## src/fca_pkg.sv

```systemverilog
// shared types and constants for the chain allocator
`default_nettype none

package fca_pkg;

  localparam int NUM_BLOCKS = 1024;
  localparam int IDX_W      = $clog2(NUM_BLOCKS);
  localparam int CNT_W      = $clog2(NUM_BLOCKS + 1);

  typedef enum logic [1:0] {
    OP_ALLOC  = 2'd0,
    OP_FREE   = 2'd1,
    OP_APPEND = 2'd2,
    OP_NEXT   = 2'd3
  } op_t;

  typedef enum logic [1:0] {
    ST_OK      = 2'd0,
    ST_NOSPACE = 2'd1,
    ST_BAD     = 2'd2
  } status_t;

  // kind of a table entry: link to another block, end mark, or free
  typedef enum logic [1:0] {
    TAG_LINK = 2'd0,
    TAG_END  = 2'd1,
    TAG_FREE = 2'd2
  } tag_t;

  typedef struct packed {
    tag_t             tag;
    logic [IDX_W-1:0] idx;
  } entry_t;

  typedef struct packed {
    logic             rd_en;
    logic [IDX_W-1:0] rd_addr;
    logic             wr_en;
    logic [IDX_W-1:0] wr_addr;
    entry_t           wr_data;
  } mem_req_t;

  typedef struct packed {
    status_t          status;
    logic [IDX_W-1:0] new_chain_first;
    logic [IDX_W-1:0] next_block;
    logic             is_end;
    logic             is_free;
  } result_t;

  typedef enum logic [3:0] {
    S_CLEAR,
    S_IDLE,
    S_READ_NEXT,
    S_FREE_WALK,
    S_TAIL_WALK,
    S_SCAN,
    S_ALLOC_END,
    S_LINK_TAIL,
    S_DONE
  } state_t;

endpackage

`default_nettype wire

```

## src/fca_ctrl.sv

```systemverilog
// sequencer for alloc, free, append and link read over the link table
`default_nettype none

module fca_ctrl
  import fca_pkg::*;
(
  input  wire logic             clk,
  input  wire logic             rst,
  input  wire logic             in_valid,
  output logic                  in_ready,
  input  wire logic [1:0]       operation,
  input  wire logic [IDX_W-1:0] chain_start,
  input  wire logic [CNT_W-1:0] block_count,
  output logic                  done,
  input  wire logic             done_ack,
  output result_t               res,
  output mem_req_t              mem_req,
  input  wire entry_t           rd_data
);

  state_t           state;
  state_t           state_next;
  op_t              op;
  logic [CNT_W-1:0] count;
  logic [CNT_W-1:0] free_cnt;
  logic [CNT_W-1:0] addr;
  logic [CNT_W-1:0] steps;
  logic [CNT_W-1:0] found;
  logic [IDX_W-1:0] cur;
  logic [IDX_W-1:0] prev;
  logic [IDX_W-1:0] head;
  logic [IDX_W-1:0] tail;
  logic [IDX_W-1:0] data_addr;
  logic             pend;

  op_t  op_in;
  logic start_bad;
  logic e_free;
  logic e_end;
  logic e_link;
  logic walk_last;
  logic last_found;
  logic scan_issue;

  assign op_in      = op_t'(operation);
  assign start_bad  = {1'b0, chain_start} >= CNT_W'(NUM_BLOCKS);
  assign e_free     = (rd_data.tag == TAG_FREE);
  assign e_end      = (rd_data.tag == TAG_END);
  assign e_link     = !e_free && !e_end;
  assign walk_last  = (steps == CNT_W'(NUM_BLOCKS - 1));
  assign last_found = ((found + CNT_W'(1)) == count);
  assign scan_issue = (addr < CNT_W'(NUM_BLOCKS));

  // next state
  always_comb begin
    state_next = state;
    unique case (state)
      S_CLEAR: begin
        if (addr[IDX_W-1:0] == IDX_W'(NUM_BLOCKS - 1)) state_next = S_IDLE;
      end
      S_IDLE: begin
        if (in_valid) begin
          unique case (op_in)
            OP_ALLOC:  state_next = (block_count == '0 || block_count > free_cnt) ?
                                    S_DONE : S_SCAN;
            OP_FREE:   state_next = start_bad ? S_DONE : S_FREE_WALK;
            OP_APPEND: state_next = (start_bad || block_count == '0) ?
                                    S_DONE : S_TAIL_WALK;
            OP_NEXT:   state_next = start_bad ? S_DONE : S_READ_NEXT;
          endcase
        end
      end
      S_READ_NEXT: state_next = S_DONE;
      S_FREE_WALK: begin
        if (e_free || e_end || walk_last) state_next = S_DONE;
      end
      S_TAIL_WALK: begin
        priority if (e_free)                    state_next = S_DONE;
        else if (e_end && count > free_cnt)     state_next = S_DONE;
        else if (e_end)                         state_next = S_SCAN;
        else if (walk_last)                     state_next = S_DONE;
        else                                    state_next = S_TAIL_WALK;
      end
      S_SCAN: begin
        if (pend && e_free && last_found) state_next = S_ALLOC_END;
      end
      S_ALLOC_END: state_next = (op == OP_APPEND) ? S_LINK_TAIL : S_DONE;
      S_LINK_TAIL: state_next = S_DONE;
      S_DONE: begin
        if (done_ack) state_next = S_IDLE;
      end
      default: state_next = S_IDLE;
    endcase
  end

  // handshake and memory requests
  always_comb begin
    in_ready        = (state == S_IDLE);
    done            = (state == S_DONE);
    mem_req.rd_en   = 1'b0;
    mem_req.rd_addr = cur;
    mem_req.wr_en   = 1'b0;
    mem_req.wr_addr = cur;
    mem_req.wr_data = '{tag: TAG_FREE, idx: '0};
    unique case (state)
      S_CLEAR: begin
        mem_req.wr_en   = 1'b1;
        mem_req.wr_addr = addr[IDX_W-1:0];
      end
      S_IDLE: begin
        mem_req.rd_en   = in_valid && !start_bad && (op_in != OP_ALLOC);
        mem_req.rd_addr = chain_start;
      end
      S_FREE_WALK: begin
        if (!e_free) begin
          mem_req.wr_en   = 1'b1;
          mem_req.wr_addr = cur;
          mem_req.rd_en   = e_link && !walk_last;
          mem_req.rd_addr = rd_data.idx;
        end
      end
      S_TAIL_WALK: begin
        mem_req.rd_en   = e_link && !walk_last;
        mem_req.rd_addr = rd_data.idx;
      end
      S_SCAN: begin
        mem_req.rd_en   = scan_issue;
        mem_req.rd_addr = addr[IDX_W-1:0];
        // link the previous block to the one just found
        if (pend && e_free && found != '0) begin
          mem_req.wr_en   = 1'b1;
          mem_req.wr_addr = prev;
          mem_req.wr_data = '{tag: TAG_LINK, idx: data_addr};
        end
      end
      S_ALLOC_END: begin
        mem_req.wr_en   = 1'b1;
        mem_req.wr_addr = prev;
        mem_req.wr_data = '{tag: TAG_END, idx: '0};
      end
      S_LINK_TAIL: begin
        mem_req.wr_en   = 1'b1;
        mem_req.wr_addr = tail;
        mem_req.wr_data = '{tag: TAG_LINK, idx: head};
      end
      default: begin
      end
    endcase
  end

  always_ff @(posedge clk) begin
    if (rst) begin
      state    <= S_CLEAR;
      addr     <= '0;
      free_cnt <= CNT_W'(NUM_BLOCKS);
    end else begin
      state <= state_next;
      unique case (state)
        S_CLEAR: addr <= addr + CNT_W'(1);
        S_IDLE: begin
          if (in_valid) begin
            op    <= op_in;
            cur   <= chain_start;
            count <= block_count;
            steps <= '0;
            found <= '0;
            addr  <= '0;
            pend  <= 1'b0;
            res   <= '{status: ST_OK, new_chain_first: '0, next_block: '0,
                       is_end: 1'b0, is_free: 1'b0};
            unique case (op_in)
              OP_ALLOC: begin
                if (block_count == '0)           res.status <= ST_BAD;
                else if (block_count > free_cnt) res.status <= ST_NOSPACE;
              end
              OP_APPEND: begin
                if (start_bad || block_count == '0) res.status <= ST_BAD;
              end
              OP_FREE, OP_NEXT: begin
                if (start_bad) res.status <= ST_BAD;
              end
            endcase
          end
        end
        S_READ_NEXT: begin
          res.is_free <= e_free;
          res.is_end  <= e_end;
          if (e_link) res.next_block <= rd_data.idx;
        end
        S_FREE_WALK: begin
          if (e_free) begin
            // a free start entry is an error, a free later entry ends the walk
            if (steps == '0) res.status <= ST_BAD;
          end else begin
            free_cnt <= free_cnt + CNT_W'(1);
            steps    <= steps + CNT_W'(1);
            cur      <= rd_data.idx;
          end
        end
        S_TAIL_WALK: begin
          priority if (e_free) begin
            res.status <= ST_BAD;
          end else if (e_end) begin
            tail <= cur;
            if (count > free_cnt) res.status <= ST_NOSPACE;
          end else begin
            if (walk_last) res.status <= ST_BAD;
            cur   <= rd_data.idx;
            steps <= steps + CNT_W'(1);
          end
        end
        S_SCAN: begin
          if (scan_issue) addr <= addr + CNT_W'(1);
          pend      <= scan_issue;
          data_addr <= addr[IDX_W-1:0];
          if (pend && e_free) begin
            if (found == '0) head <= data_addr;
            prev  <= data_addr;
            found <= found + CNT_W'(1);
          end
        end
        S_ALLOC_END: begin
          free_cnt            <= free_cnt - count;
          res.new_chain_first <= head;
        end
        default: begin
        end
      endcase
    end
  end

endmodule

`default_nettype wire

```

## config.mk

```make
export PLATFORM = sky130hd
export DESIGN_NAME = fca_ctrl
export DESIGN_NICKNAME = d
export VERILOG_FILES = /design/src/fca_pkg.sv /design/src/fca_ctrl.sv
export SDC_FILE = /design/constraint.sdc
export NUM_CORES = 1
export LEC_CHECK = 0
export BUFFER_PORTS_ARGS = -buffer_cell sky130_fd_sc_hd__buf_2
export CORE_ASPECT_RATIO = 1.2
export CORE_MARGIN = 2
export CORE_UTILIZATION = 25
export CTS_BUF_LIST = sky130_fd_sc_hd__clkbuf_2 sky130_fd_sc_hd__clkbuf_4 sky130_fd_sc_hd__clkbuf_8
export DETAILED_ROUTE_END_ITERATION = 8
export GPL_TIMING_DRIVEN = 1
export PLACE_DENSITY_LB_ADDON = 0.08
export SYNTH_ARGS = -nofsm -noshare
export SYNTH_HDL_FRONTEND = slang
export SYNTH_SLANG_ARGS = --single-unit
```

## constraint.sdc

```tcl
create_clock -name clk -period 5.9 [get_ports clk]
set_input_delay 0 -clock clk [delete_from_list [all_inputs] [get_ports clk]]
set_output_delay 0 -clock clk [all_outputs]
set_load 0.03 [all_outputs]
```

==> flow_summary.ini <==
[run_status]
status = finished, final reports clean

[sta]
fin_crit_sh_pct = 59.28
slew_headroom_pct = 16.02
fin_setup_tns_ns = 0
rsz0062_at_grt = false
setup_viol = 0
skew_ns = 0.01484
maxSlewViolCount = 0
fmax_mhz = 285.9
tightest_slew_ns = 1.258
layout_min_cycle_time_ns = 3.498
finalHoldViolCount = 0

[global_route]
gr-usage-met3_pct = 2.600
grt_pass1_vias = 5801
grt_pass1_wl_mm = 34.05
busiest_layer = met2
grt_usage_pct = 14.43
grt_max_degree = 27
antenna_found_initial = 0
met1_usage_pct = 19.73
grt_overflow_total = 0
grt_use_met2_pct = 22.88

[floorplan]
initial_core_util_pct = 25.52
dieArea_um2 = 30930
pin_count = 99
rows = 68
coreArea_um2 = 28930
die_x_um = 160.9
fp.dieH_um = 192.3

[yosys]
synthFlopType = edfxtp_1
synth_nets = 748
ys_types = 65
netlist_top_cells_count = edfxtp_1, nor2_1, nand2_1
netlist_area_um2 = 7383
yosysTopAreaCellShare_pct = 44.74
synth_edf_count = 110
synthTopCellsByArea = edfxtp_1, dfxtp_1, ha_1
ys_ff_latch = 136
ys_async_sr_fraction_pct = 0
yosys_warnings = 0
synth_top_area_cell = edfxtp_1
synth_seq_area_share_pct = 51.79
syn_inst = 678
syn_area_per_cell_um2 = 10.89
synth.most_common_cell = edfxtp_1

[layout]
antennaDiodeCount = 0
drive_gt1_share_pct = 19.90
layout.nets = 876
area_growth_pct = 22.91
fin_area_um2 = 9075

[setup_path]
end_kind = output port
cp_max_fo = 26
cp.arrival_ns = 3.50
crit_path_cell_trace = buf_4 -> nand4bb_1 -> or2_1 -> nand2_1 -> nor2_1 -> a221o_1 -> buf_2
crit_path_start_kind = flip-flop
critical-path-max-stage-delay_ns = 0.73
cp_num_buf_inv = 2
crit_required_ns = 5.90
cpMaxStageDelayCell = nor2_1
cpLargestDelayFamily = simple AND/OR/NAND/NOR gates
crit_type = flip-flop to output port

[cts]
clk_pin_slew_ns = 0.09
worstSkewPairLatency_ns = 0.46
cts_tree = done
post_cts_buffers = 0
numCtsBuffers = 17
cts.sinks = 136
cts_root_buf = clkbuf_8
htreeDepth = 4
cts.path.max_buffers = 2

[route]
routedWlPerCell_um = 18.02
drtAntennaViolNets = 0
drc = 0
dr.pass1.iters = 5
drt-initial-drc-count = 388
vias = 5723
viasPerCell = 4.753
wl_mm = 21.69

[power_and_ir_drop]
p_leak_uw = 0.003458
power_density_nw_per_um2 = 222.7
ir_worst_vdd_mv = 0.1310
power_uw = 2021

[placement]
place_hpwl_mm = 16.01
gp_congestion = 0.8280
place_area_um2 = 8272
io_buffers = 98

[job]
drv_cap = 0

[min_path]
hold_path_class = input port to flip-flop
-- cell usage in the layout (no fill, tap or decap), drive strengths merged, types with 12 or more instances in the layout --
master | netlist | routed
buf | 10 | 106
dlygate4sd3 | 0 | 35
nor3 | 23 | 23
xor2 | 17 | 17
a211oi | 12 | 12
ha | 30 | 30
nor2 | 70 | 70
and2 | 23 | 23
o21ai | 15 | 15
nand2 | 48 | 48
clkbuf | 22 | 18
xnor2 | 33 | 33
edfxtp | 110 | 110
inv | 37 | 44
a21oi | 25 | 25
dfxtp | 26 | 26
nand3 | 22 | 22
-- stage by stage --
step | std cells | hold slack, ns | setup slack, ns | util, %
finish | 1204 | 0.04840 | 2.402 | 31.37
CTS | 1204 | 0.01726 | 2.415 | 31.37
global placement | 1137 | 0.2132 | 2.975 | 28.59
global route | 1204 | 0.06373 | 2.197 | 31.37
detailed placement | 1137 | 0.2176 | 2.850 | 28.59
floorplan | 678 | 0.09887 | 2.792 | -
-- sequential cells by signal (all words and copies together), names as in the netlist --
| signal | flops |
|---|---|
| res | 24 |
| prev | 10 |
| found | 11 |
| tail | 10 |
| state | 4 |
| pend | 1 |
| free_cnt | 11 |
| cur | 10 |
| head | 10 |
| count | 11 |
| addr | 11 |
| data_addr | 10 |
| steps | 11 |
| op | 2 |
-- worst reg2reg max path, stage by stage (launching register included) --
cell,delay (ns)
dfxtp_1,0.59
nand2_1,0.36
nor2_1,0.45
nand2_1,0.27
a21oi_1,0.94
-- what timing repair did --
| action | in CTS | in global routing |
|---|---|---|
| hold endpoints to repair | 35 | 0 |
| resized for setup | 0 | 0 |
| endpoints found under the setup margin | 0 | 0 |
| hold buffers | 35 | 0 |
-- path summary, 6_finish.rpt --
path	start	slack, ns	end	cells past startpoint
min	rst	0.05	addr[1]	2
max	state[2]	2.40	mem_req[25]	7
max reg2reg	state[0]	2.91	res[16]	4
min reg2reg	data_addr[5]	0.49	head[5]	0
-- where the power goes --
| group | switching [uW] | internal (uW) |
|---|---|---|
| clock | 430 | 479 |
| combinational | 41.2 | 41.2 |
| sequential | 3.90 | 1030 |
| total | 475 | 1550 |
-- cell families (layout without fill, tap and decap cells) --
kind of cell,after synthesis,in the layout,share of synthesized area [%]
AO/OA/AOI/OAI,120,120,12.12
XOR/XNOR,52,52,6.541
adder cells (fa/ha/maj),31,31,5.355
buffers and inverters,69,210,3.914
flip-flops,136,136,51.79
multiplexers,20,20,2.881
AND/OR/NAND/NOR,250,250,17.40
-- routing by layer --
layer,routed length [um],vias to the layer above
met3,787,28
li1,-,2761
met1,10310,2804
met2,10190,130
met5,0,-
met4,408,0
-- cell type report --
class	instances	area, um2
fill	3058	19850
sequential	136	3824
multi-input combinational	473	3277
timing repair buffer	141	900.9
tap	385	481.7
clock buffer	18	241.5
clock inverter	14	211.5
inverter	37	138.9
No activity file was read; power rests on OpenSTA's default activity.
